### config.mk
export PLATFORM = sky130hd
export DESIGN_NAME = oml_ctrl
export DESIGN_NICKNAME = d
export VERILOG_FILES = /design/src/hw/rtl/oml_pkg.sv /design/src/hw/rtl/oml_ctrl.sv
export SDC_FILE = /design/constraint.sdc
export NUM_CORES = 1
export LEC_CHECK = 0
export BUFFER_PORTS_ARGS = -buffer_cell sky130_fd_sc_hd__buf_2
export CORE_ASPECT_RATIO = 1.1
export CORE_MARGIN = 2
export CORE_UTILIZATION = 30
export CTS_CLUSTER_SIZE = 28
export DETAILED_ROUTE_END_ITERATION = 16
export PLACE_DENSITY_LB_ADDON = 0.1
export SYNTH_ARGS = -nofsm -noshare
export SYNTH_HDL_FRONTEND = slang
export SYNTH_SLANG_ARGS = --single-unit
### constraint.sdc
create_clock -name clk -period 1.5 [get_ports clk]
set_clock_uncertainty 0.15 [all_clocks]
set_input_delay 0.225 -clock clk [delete_from_list [all_inputs] [get_ports clk]]
set_output_delay 0.225 -clock clk [all_outputs]
set_load 0.005 [all_outputs]
### src/hw/rtl/oml_pkg.sv
// Shared constants and controller/datapath interface types for the
// order maintenance list. No dependencies.
package oml_pkg;

  localparam int NODE_COUNT_DEF    = 1024;
  localparam int FRACTION_BITS_DEF = 32;

  localparam int KIND_W  = 2;
  localparam int NODE_W  = 10;
  localparam int LABEL_W = 64;

  // request kinds; any other code is a label read
  localparam logic [KIND_W-1:0] KIND_AFTER  = 2'd0;
  localparam logic [KIND_W-1:0] KIND_BEFORE = 2'd1;

  // result source select
  localparam logic [1:0] OUT_ZERO = 2'd0;
  localparam logic [1:0] OUT_MID  = 2'd1;
  localparam logic [1:0] OUT_MEM  = 2'd2;

  typedef struct packed {
    logic       cap_req;    // capture request fields
    logic       init_step;  // write one reset entry, advance index
    logic       rd_u;       // read links of moved node
    logic       unlink;     // splice moved node out
    logic       rd_v;       // read links of anchor
    logic       link_a;     // point neighbors at node, read neighbor labels
    logic       link_b;     // write node links, form end labels
    logic       mid;        // write midpoint label
    logic       cnt_clr;    // start renumber walk at head
    logic       walk_wr;    // write rank label, read successor
    logic       walk_adv;   // step to successor
    logic       rd_lbl;     // read label of node
    logic       out_load;   // load result register
    logic [1:0] out_sel;
    logic       out_renum;
  } cmd_t;

  typedef struct packed {
    logic req_bad;        // node out of range
    logic req_move;       // valid move request
    logic mid_ok;         // midpoint strictly between neighbors
    logic idx_last;       // index at last node
    logic walk_has_next;  // walked node has a successor
  } status_t;

endpackage

### src/hw/rtl/oml_ctrl.sv
// Controller of the order maintenance list: sequences reset sweep, moves,
// renumber walk and label reads. Depends on oml_pkg.
module oml_ctrl (
  input  logic              clk,
  input  logic              rst,
  input  logic              start,
  input  oml_pkg::status_t  stat,
  output oml_pkg::cmd_t     cmd,
  output logic              busy,
  output logic              done
);

  localparam logic [3:0] ST_CLEAR  = 4'd0;
  localparam logic [3:0] ST_IDLE   = 4'd1;
  localparam logic [3:0] ST_RD_U   = 4'd2;
  localparam logic [3:0] ST_UNLINK = 4'd3;
  localparam logic [3:0] ST_RD_V   = 4'd4;
  localparam logic [3:0] ST_LINK_A = 4'd5;
  localparam logic [3:0] ST_LINK_B = 4'd6;
  localparam logic [3:0] ST_MID    = 4'd7;
  localparam logic [3:0] ST_W_WR   = 4'd8;
  localparam logic [3:0] ST_W_ADV  = 4'd9;
  localparam logic [3:0] ST_R_LBL  = 4'd10;
  localparam logic [3:0] ST_R_OUT  = 4'd11;

  logic [3:0] state, state_next;
  logic       renum, renum_next;

  always_comb begin
    cmd        = '0;
    state_next = state;
    renum_next = renum;
    case (state)
      ST_CLEAR: begin
        cmd.init_step = 1'b1;
        if (stat.idx_last) begin
          state_next = ST_IDLE;
        end
      end
      ST_IDLE: begin
        if (start) begin
          cmd.cap_req = 1'b1;
          renum_next  = 1'b0;
          if (stat.req_bad) begin
            cmd.out_load = 1'b1;
            cmd.out_sel  = oml_pkg::OUT_ZERO;
          end else if (stat.req_move) begin
            state_next = ST_RD_U;
          end else begin
            state_next = ST_R_LBL;
          end
        end
      end
      ST_RD_U: begin
        cmd.rd_u   = 1'b1;
        state_next = ST_UNLINK;
      end
      ST_UNLINK: begin
        cmd.unlink = 1'b1;
        state_next = ST_RD_V;
      end
      ST_RD_V: begin
        cmd.rd_v   = 1'b1;
        state_next = ST_LINK_A;
      end
      ST_LINK_A: begin
        cmd.link_a = 1'b1;
        state_next = ST_LINK_B;
      end
      ST_LINK_B: begin
        cmd.link_b = 1'b1;
        state_next = ST_MID;
      end
      ST_MID: begin
        cmd.mid = 1'b1;
        if (stat.mid_ok) begin
          cmd.out_load = 1'b1;
          cmd.out_sel  = oml_pkg::OUT_MID;
          state_next   = ST_IDLE;
        end else begin
          cmd.cnt_clr = 1'b1;
          renum_next  = 1'b1;
          state_next  = ST_W_WR;
        end
      end
      ST_W_WR: begin
        cmd.walk_wr = 1'b1;
        state_next  = ST_W_ADV;
      end
      ST_W_ADV: begin
        if (stat.walk_has_next && !stat.idx_last) begin
          cmd.walk_adv = 1'b1;
          state_next   = ST_W_WR;
        end else begin
          state_next = ST_R_LBL;
        end
      end
      ST_R_LBL: begin
        cmd.rd_lbl = 1'b1;
        state_next = ST_R_OUT;
      end
      ST_R_OUT: begin
        cmd.out_load  = 1'b1;
        cmd.out_sel   = oml_pkg::OUT_MEM;
        cmd.out_renum = renum;
        state_next    = ST_IDLE;
      end
      default: begin
        state_next = ST_IDLE;
      end
    endcase
  end

  always_ff @(posedge clk) begin
    if (rst) begin
      state <= ST_CLEAR;
      renum <= 1'b0;
      done  <= 1'b0;
    end else begin
      state <= state_next;
      renum <= renum_next;
      done  <= cmd.out_load;
    end
  end

  assign busy = state != ST_IDLE;

endmodule

### Word level (Yosys, flattened, before mapping)

Index checks and enable logic that the tools add are counted.

* equal/unequal tests: 16
* muxes and demuxes: 29
* reductions and logical operators: 6

Operator list (number)
* 4-bit one-hot mux with 11 select lines: 1
* 4-bit 2-to-1 mux: 5
* 4-bit by 3-bit equality test with 1-bit output, second input constant: 4
* 4-bit equality test, second input constant: 4
* 1-bit 2-to-1 mux: 16
* 3-bit 2-to-1 mux: 3
* 3-bit one-hot mux with 3 select lines: 1
* 4-bit by 2-bit equality test with 1-bit output, second input constant: 2
* 2-bit != test, second input constant: 4
* 3-bit AND reduction: 2
* 4-bit by 1-bit equality test with 1-bit output, second input constant: 1
* 4-bit zero test: 1
* 2-bit 2-to-1 mux: 2
* 4-bit by 1-bit != test with 1-bit output, second input constant: 1
* 1-bit one-hot mux with 2 select lines: 1
* 2-bit nonzero test: 1
* 1-bit logical AND: 1
* 1-bit zero test: 1

* register bits after elaboration: 6
* input port bits: 8
* output and inout bits: 18
* word-level logic and storage cells: 54

### Logic depth before layout (Yosys ltp)

Gate-level depths: netlist of the first run.

* depth in word-level cells: 4
* depth in mapped cells: 4
* depth with buffers taken out: 3

### Least setup slack after synthesis of the first run

No wires, ideal clock.

* kind: register to output
* start point: register state[3]
* end point: output port cmd[7] (netlist name)
* arrival: 1.000 ns
* required time: 1.125 ns
* path slack: 0.125 ns
* stages on the path, launching flop included: 5
* path buffers: 1
* path through: dfxtp_1 > buf_6 > nand2b_4 > or3_4 > inv_1

RTL lines
* from (decl): line oml_ctrl.sv:26 `logic [3:0] state, state_next;`
* from (signal assigned): line oml_ctrl.sv:120 `state <= state_next;`
* to (decl): line oml_ctrl.sv:8 `output oml_pkg::cmd_t cmd,`

==> flow_metrics.py, run 1 <==
metrics = {
    "sta": {
        "hold_violations": 0,
        "setup_viol": 12,
        "slew_headroom": 0.779,
        "post-route-period-util": 1.10,
        "slew_violations": 0,
        "fin_crit_ns": 1.65,
        "fin_ws_ns": -0.146,
        "worstMarginPinSlew_ns": 0.328,
        "grt_setup_unrepaired": "true",
        "clock.fmax_mhz": 608,
    },
    "place": {
        "place_inst": 117,
        "preCtsSetupSlack_ns": -0.0245,
        "io_buffers": 25,
        "gp_congestion": 0.789,
        "dpl.hpwl_um": 1150,
    },
    "clock_tree": {
        "cts_sinks": 6,
        "root_buffer": "clkbuf_4",
        "clkTransAtPathRegs_ns": 0.05,
        "cts_max_level": 1,
        "cts_hold_buf": 0,
        "cts_tree": "built",
        "numCtsBuffers": 3,
        "cts_buffer_depth": 2,
        "clk_latency_ns": 0.24,
    },
    "worst_setup_path": {
        "crit_required_ns": 1.12,
        "crit_path_end_kind": "primary output",
        "worst_path_largest_cell_delay_ns": 0.37,
        "r2r_start": "state[3]",
        "reg2reg_depth": 5,
        "crit_fanout": 6,
        "critPathSlowestCell": "dfxtp_4",
        "rr_endpoint": "state[0]",
        "arrival_ns": 1.27,
        "start_kind": "flip-flop",
        "crit_type": "flip-flop to primary output",
        "crit_chain": "nand2b_4, or3_4, inv_2, buf_6",
        "reg2reg_slack_ns": -0.09,
    },
    "synth": {
        "synthFlopType": "dfxtp_1",
        "yosysSeqAreaShare": 0.229,
        "syn_avg_cell_area_sq_um": 7.73,
        "ys_types": 33,
        "netlist_area_sq_um": 526,
        "synth_edf_count": 0,
        "ys_async_sr_fraction": 0,
        "syn_inst": 68,
        "yosys_warnings": 0,
        "synth.ff_latch_count": 6,
        "synth_nets": 76,
    },
    "cells_and_area": {
        "layout_commonest_cell": "buf_2",
        "area_growth_pct": 85.0,
        "most-common-layout-cells": "buf_2, buf_4, buf_6",
        "fin_cells": 132,
        "final_nets": 125,
        "n_antenna_cell": 0,
        "fillers": 164,
        "drive_gt1_frac": 0.696,
    },
    "grt": {
        "first_global_vias": 585,
        "track_usage": 0.172,
        "antenna_found_initial": 0,
        "grt_pass1_wl_um": 2570,
        "grt_max_degree": 10,
        "overflow": 0,
    },
    "routing": {
        "wire_per_inst_um": 13.0,
        "drtIter0Drc": 6,
        "ant_nets": 0,
        "vias": 667,
        "drc_errors": 0,
        "routed_wl_um": 1710,
        "vias_per_cell": 5.05,
        "drt_pass1_iterations": 4,
    },
    "outcome": {
        "status": "finished with violations",
        "violations": "setup timing",
    },
    "power_and_ir_drop": {
        "leakage_nw": 0.461,
        "powerDensity_mw_per_mm2": 466,
        "ir_drop_uv": 569,
        "power_uw": 453,
    },
    "hold_path": {
        "min_path_cells": 2,
        "min-delay-start": "rst",
        "min_to": "renum",
        "hold_class": "input pin to flip-flop",
    },
    "floorplanning": {
        "die_w_um": 43.9,
        "rows": 15,
        "die_h_um": 47.9,
        "core_area_sq_mm": 0.00161,
        "start_util": 0.326,
        "pin_count": 26,
        "dieArea_sq_mm": 0.00210,
    },
    "job": {
        "maxCapViolCount": 0,
    },
}
## how the worst max path moves through the flow
stage	cells after the start	from	slack (ns)	endpoint
after floorplan	4	state[3]	0.13	cmd[7]
after global placement	4	state[1]	-0.03	cmd[7]
after detailed placement	4	state[1]	-0.02	cmd[7]
after CTS	4	state[3]	-0.14	cmd[7]
after global routing	4	state[3]	-0.21	cmd[7]
final	4	state[3]	-0.15	cmd[7]
## cells in the mapped netlist, types with 2 or more instances
cell | count | share of area
and2_1 | 3 | 0.036
buf_2 | 3 | 0.029
nor2_1 | 7 | 0.050
nand2b_1 | 2 | 0.024
inv_1 | 4 | 0.029
nand2_1 | 7 | 0.050
a21o_1 | 2 | 0.029
nor2b_1 | 2 | 0.024
nor3_1 | 6 | 0.057
dfxtp_1 | 6 | 0.23
nand3b_1 | 2 | 0.029
a21oi_1 | 2 | 0.019
buf_4 | 2 | 0.029
## timing repair
action,4_1_cts,5_1_grt
pin swaps,6,4
setup buffers,8,5
gates resized for setup,23,18
endpoints found under the setup margin,18,21
## routing by layer
metal | vias up | wire length [um] | GRT usage
met5 | - | 0 | 0
met3 | 2 | 64 | 0.0679
met2 | 12 | 875 | 0.291
met4 | 0 | 4 | 0.0182
li1 | 332 | - | -
met1 | 321 | 768 | 0.217
## stage by stage
step	util	hold slack [ns]	TNS, ns	area [sq um]
6_report	0.602	0.0792	-0.811	972
5_1_grt	0.602	0.0671	-1.98	972
4_1_cts	0.546	0.0717	-0.886	881
3_5_place_dp	0.453	0.334	-0.0477	731
3_3_place_gp	0.453	0.338	-0.0460	731
2_1_floorplan	-	0.140	0	526
## final cells by class
class	count	area [sq um]	area share
timing repair buffer	51	357	0.367
sequential	6	135	0.139
multi-input combinational	51	422	0.434
clock buffer	3	22.5	0.0232
inverter	4	15.0	0.0154
tap	17	21.3	0.0219
## state kept, by name, summed over array words and instances (netlist names)
name and count:
done 1, renum 1, state 4
## cell families (layout without fill, tap and decap cells)
family	Yosys count	after routing	share of synthesized area
muxes	1	1	0.0214
DFF	6	6	0.229
xor gates and xnor gates	1	1	0.0167
and+or+nand+nor	38	38	0.436
AOI/OAI and AO/OA	11	11	0.181
buffers and inverters	11	58	0.117
## worst max-delay path, delay by kind of cell (launching register included)
| family | cells | cell delay [ns] |
|---|---|---|
| buffers and inverters | 2 | 0.14 |
| DFF | 1 | 0.37 |
| and+or+nand+nor | 2 | 0.52 |
## where the power goes
| group | internal, mW | leakage, nW | switching (mW) | total [mW] |
|---|---|---|---|---|
| Sequential | 0.160 | 0.0517 | 0.00882 | 0.169 |
| Clock | 0.0904 | 0.0138 | 0.0573 | 0.148 |
| Combinational | 0.0781 | 0.396 | 0.0580 | 0.136 |
Note: power is estimated with default switching activity, not from simulation.
==> run 2, diff against run 1 <==
--- a/config.mk
+++ b/config.mk
@@ -6,9 +6,11 @@
 export NUM_CORES = 1
 export LEC_CHECK = 0
 export BUFFER_PORTS_ARGS = -buffer_cell sky130_fd_sc_hd__buf_2
+export CELL_PAD_IN_SITES_DETAIL_PLACEMENT = 1
+export CELL_PAD_IN_SITES_GLOBAL_PLACEMENT = 1
 export CORE_ASPECT_RATIO = 1.1
 export CORE_MARGIN = 2
-export CORE_UTILIZATION = 30
+export CORE_UTILIZATION = 27
 export CTS_CLUSTER_SIZE = 28
 export DETAILED_ROUTE_END_ITERATION = 16
 export PLACE_DENSITY_LB_ADDON = 0.1
==> flow_metrics.py, run 2 (synthesized netlist as in run 1, its figures left out) <==
metrics = {
    "routing": {
        "wire_per_inst_um": 17.2,
        "vias_per_cell": 5.34,
        "vias": 715,
        "drtIter0Drc": 12,
        "drt_pass1_iterations": 5,
        "drc_errors": 0,
        "ant_nets": 0,
        "routed_wl_um": 2300,
    },
    "cells_and_area": {
        "final_nets": 126,
        "most-common-layout-cells": "buf_2, buf_4, buf_6",
        "n_antenna_cell": 0,
        "largest_reg_flops": 4,
        "fillers": 220,
        "multi_input_area_sq_um": 468,
        "top_regs": "state x4, done x1, renum x1",
        "drive_gt1_frac": 0.776,
        "layout_commonest_cell": "buf_2",
        "area_growth_pct": 98.6,
        "top_register": "state",
        "register_area_sq_um": 135,
    },
    "grt": {
        "overflow": 0,
        "grt_max_degree": 9,
        "antenna_found_initial": 0,
        "first_global_vias": 702,
        "grt_pass1_wl_um": 3250,
        "track_usage": 0.200,
    },
    "floorplanning": {
        "dieArea_sq_mm": 0.00232,
        "pin_count": 26,
        "die_h_um": 50.3,
        "core_area_sq_mm": 0.00180,
        "die_w_um": 46.1,
        "rows": 16,
        "start_util": 0.292,
    },
    "worst_setup_path": {
        "reg2reg_depth": 4,
        "crit_buf_inv": 3,
        "crit_type": "flip-flop to primary output",
        "critPathSlowestCell": "dfxtp_4",
        "crit_fanout": 6,
        "rr_endpoint": "state[0]",
        "crit_path_end_kind": "primary output",
        "crit_required_ns": 1.12,
        "start_kind": "flip-flop",
        "arrival_ns": 1.29,
        "worst_path_largest_cell_delay_ns": 0.37,
        "crit_chain": "nor4b_4, buf_4, inv_2, buf_2",
        "r2r_start": "state[0]",
        "cp_top_family": "flip-flops",
        "reg2reg_slack_ns": -0.03,
    },
    "sta": {
        "slew_headroom": 0.797,
        "fin_ws_ns": -0.161,
        "post-route-period-util": 1.11,
        "worstMarginPinSlew_ns": 0.303,
        "slew_violations": 0,
        "hold-worst-slack_ns": 0.0843,
        "clock.fmax_mhz": 602,
        "hold_violations": 0,
        "setup_viol": 15,
        "grt_setup_unrepaired": "true",
        "fin_crit_ns": 1.66,
    },
    "power_and_ir_drop": {
        "p_comb_frac": 0.348,
        "p_int_uw": 350,
        "leakage_nw": 0.518,
        "powerDensity_mw_per_mm2": 470,
        "power.switching_uw": 140,
        "power_uw": 490,
        "clockPowerShare": 0.303,
        "swShare": 0.286,
        "ir_drop_uv": 465,
        "seqPwrFrac": 0.350,
    },
    "place": {
        "gp_congestion": 0.754,
        "io_buffers": 25,
        "dpl.hpwl_um": 1320,
    },
    "hold_path": {
        "min_to": "renum",
        "min-delay-start": "rst",
        "min_path_cells": 2,
        "hold_class": "input pin to flip-flop",
    },
    "clock_tree": {
        "clkTransAtPathRegs_ns": 0.04,
        "numCtsBuffers": 3,
        "cts_tree": "built",
        "cts_max_level": 1,
        "root_buffer": "clkbuf_4",
        "cts_buffer_depth": 2,
        "cts_hold_buf": 0,
        "clk_latency_ns": 0.25,
        "cts_sinks": 6,
    },
    "outcome": {
        "status": "finished with violations",
        "violations": "setup timing",
    },
    "job": {
        "maxCapViolCount": 0,
    },
}
## run 2: worst reg2reg max path, delay by kind of cell, from the launching register on
family          cells  cell delay (ns)
mux                 1             0.26
flops               1             0.37
compound gates      1             0.23
buf+inv             1             0.13
simple gates        1             0.30
## run 2: worst max path at each step
stage | startpoint | endpoint | slack, ns | cells past startpoint
2_1_floorplan | state[3] | cmd[7] | 0.13 | 4
3_3_place_gp | state[3] | cmd[3] | -0.07 | 4
3_5_place_dp | state[3] | cmd[3] | -0.10 | 4
4_1_cts | state[3] | cmd[7] | -0.18 | 4
5_1_grt | state[1] | cmd[3] | -0.23 | 4
6_report | state[1] | busy | -0.16 | 4
## run 2: final cells by class
type	count	share of cell area
inverter	4	0.0144
clock buffer	3	0.0216
multi-input combinational	51	0.448
sequential	6	0.129
tap	18	0.0216
timing repair buffer	52	0.365
## run 2: power groups by stage
stage	Sequential [mW]	Clock [mW]	Combinational, mW
after floorplan	0.170	0	0.0534
after global placement	0.175	0	0.110
after detailed placement	0.175	0	0.110
after CTS	0.169	0.156	0.147
after global routing	0.172	0.167	0.181
final	0.171	0.148	0.170
## run 2: repair_timing
action	CTS	global route
pin swaps	8	13
gates resized for setup	34	22
buffers inserted	9	2
setup endpoints to repair	20	21
## run 2: routing by layer
layer / share of wire / up-vias / global-route usage / wire length [um]
li1: - / 334 / - / -
met1: 0.41 / 362 / 0.229 / 948
met2: 0.55 / 19 / 0.354 / 1260
met3: 0.041 / 0 / 0.0647 / 95
met4: 0 / 0 / 0.0286 / 0
met5: 0 / - / 0 / 0
## run 2: through the flow
| stage | area (sq um) | setup TNS [ns] | util | setup WS, ns | cells |
|---|---|---|---|---|---|
| 2_1_floorplan | 526 | 0 | - | 0.125 | 68 |
| 3_3_place_gp | 754 | -0.105 | 0.419 | -0.0669 | 121 |
| 3_5_place_dp | 754 | -0.270 | 0.419 | -0.105 | 121 |
| 4_1_cts | 946 | -1.42 | 0.525 | -0.176 | 132 |
| 5_1_grt | 1040 | -2.31 | 0.579 | -0.226 | 134 |
| 6_report | 1040 | -1.23 | 0.579 | -0.161 | 134 |
==> run 3, diff against run 2 <==
--- a/config.mk
+++ b/config.mk
@@ -9,7 +9,6 @@
 export CELL_PAD_IN_SITES_DETAIL_PLACEMENT = 1
 export CELL_PAD_IN_SITES_GLOBAL_PLACEMENT = 1
 export CORE_ASPECT_RATIO = 1.1
-export CORE_MARGIN = 2
 export CORE_UTILIZATION = 27
 export CTS_CLUSTER_SIZE = 28
 export DETAILED_ROUTE_END_ITERATION = 16
==> flow_metrics.py, run 3 (synthesized netlist as in run 1, its figures left out) <==
metrics = {
    "sta": {
        "post-route-period-util": 1.10,
        "clock.fmax_mhz": 605,
        "slew_violations": 0,
        "hold_violations": 0,
        "grt_setup_unrepaired": "true",
        "worstMarginPinSlew_ns": 0.256,
        "fin_ws_ns": -0.153,
        "setup_viol": 16,
        "slew_headroom": 0.829,
        "fin_crit_ns": 1.65,
    },
    "routing": {
        "top_layer_used": "met3",
        "drtIter0Drc": 13,
        "vias_per_cell": 5.31,
        "dr_wl_met3_um": 91,
        "drc_errors": 0,
        "drt_pass1_iterations": 6,
        "drt-met1-wl_um": 1010,
        "wl_met2_um": 1400,
        "routed_wl_um": 2500,
        "wire_per_inst_um": 18.3,
        "ant_nets": 0,
        "vias": 727,
    },
    "clock_tree": {
        "cts_max_level": 1,
        "numCtsBuffers": 3,
        "cts_sinks": 6,
        "cts_tree": "built",
        "cts_buffer_depth": 2,
        "clkTransAtPathRegs_ns": 0.05,
        "clk_latency_ns": 0.25,
        "root_buffer": "clkbuf_4",
    },
    "grt": {
        "grt_max_degree": 9,
        "grt_pass1_wl_um": 3340,
        "antenna_found_initial": 0,
        "overflow": 0,
        "first_global_vias": 669,
        "track_usage": 0.226,
    },
    "floorplanning": {
        "pin_count": 26,
        "rows": 16,
        "die_w_um": 44.1,
        "die_h_um": 48.3,
        "dieArea_sq_mm": 0.00213,
        "start_util": 0.292,
        "core_area_sq_mm": 0.00180,
    },
    "outcome": {
        "violations": "setup timing",
        "status": "finished with violations",
    },
    "cells_and_area": {
        "drive_gt1_frac": 0.782,
        "top_regs": "state x4, done x1, renum x1",
        "final_nets": 129,
        "largest_reg_flops": 4,
        "fillers": 212,
        "most-common-layout-cells": "buf_2, buf_6, buf_4",
        "top_register": "state",
        "layout_commonest_cell": "buf_2",
        "n_antenna_cell": 0,
        "fin_cells": 137,
        "area_growth_pct": 110,
    },
    "power_and_ir_drop": {
        "leakage_nw": 0.552,
        "seqPwrFrac": 0.337,
        "p_int_uw": 361,
        "powerDensity_mw_per_mm2": 461,
        "clockPowerShare": 0.292,
        "power.switching_uw": 149,
        "p_comb_frac": 0.371,
        "ir_drop_uv": 411,
        "swShare": 0.292,
    },
    "place": {
        "place_inst": 120,
        "dpl.hpwl_um": 1330,
        "io_buffers": 25,
        "preCtsSetupSlack_ns": -0.111,
        "gp_congestion": 0.767,
    },
    "job": {
        "maxCapViolCount": 0,
    },
    "worst_setup_path": {
        "crit_required_ns": 1.12,
        "crit_type": "flip-flop to primary output",
        "crit_fanout": 6,
        "arrival_ns": 1.28,
        "cp_top_family": "simple AND/OR/NAND/NOR gates",
        "critPathSlowestCell": "dfxtp_4",
        "crit_chain": "or2_4, buf_6, nor2_1, buf_2",
        "worst_path_largest_cell_delay_ns": 0.38,
        "crit_buf_inv": 2,
        "crit_path_end_kind": "primary output",
        "start_kind": "flip-flop",
    },
    "hold_path": {
        "hold_class": "input pin to flip-flop",
    },
}
[run 3: cell count changes in the layout (fill, tap and decap cells not counted), moves of 2 or more]
cell    delta
buf_6      +5
buf_4      -3
and2_4     -2
and2_1     +2
[run 3: per-stage QoR]
stage                     hold WS [ns]  cell area (sq um)  utilization  power, mW  setup TNS (ns)
after floorplan                  0.140                526            -      0.223               0
after global placement           0.345                747        0.415      0.283         -0.0998
after detailed placement         0.337                747        0.415      0.284          -0.219
after CTS                       0.0738                997        0.553      0.474           -1.25
after global routing            0.0698               1110        0.614      0.535           -2.43
final                           0.0770               1110        0.614      0.510           -1.46
[run 3: worst register-to-register path, cell delays in order (launching register included)]
cell      delay, ns
dfxtp_4        0.38
or2_4          0.29
buf_6          0.13
mux2_4         0.26
a311oi_2       0.27
[run 3: final cells by class]
cell class / count / area, sq um / share of cell area
Timing Repair Buffer: 55 / 419 / 0.379
Clock buffer: 3 / 22.5 / 0.0204
Inverter: 4 / 17.5 / 0.0158
Sequential cell: 6 / 135 / 0.122
Tap cell: 18 / 22.5 / 0.0204
Multi-Input combinational cell: 51 / 489 / 0.442
[run 3: worst paths after layout]
path / startpoint / to / slack [ns] / depth (start not counted)
worst max register to register: state[0] / state[0] / -0.07 / 4
worst min-delay path: rst / renum / 0.08 / 2
worst max-delay path: state[0] / cmd[6] / -0.15 / 4
worst min register to register: renum / renum / 0.35 / 2
[run 3: power groups by stage]
stage                     combinational, mW  clock [mW]  sequential, mW
after floorplan                      0.0534           0           0.170
after global placement                0.108           0           0.175
after detailed placement              0.109           0           0.175
after CTS                             0.148       0.155           0.171
after global routing                  0.201       0.162           0.172
final                                 0.189       0.149           0.172
[run 3: per-layer routing]
metal / GRT usage / up-vias
met5: 0 / -
met4: 0.0788 / 0
met3: 0.0704 / 0
met2: 0.376 / 19
met1: 0.279 / 371
li1: - / 337
[run 3: repair_timing]
action,CTS,global route
hold buffers,0,0
endpoints found under the setup margin,18,19
pin swaps,17,11
cloned,0,0
setup buffers,13,6
gates resized for setup,43,22
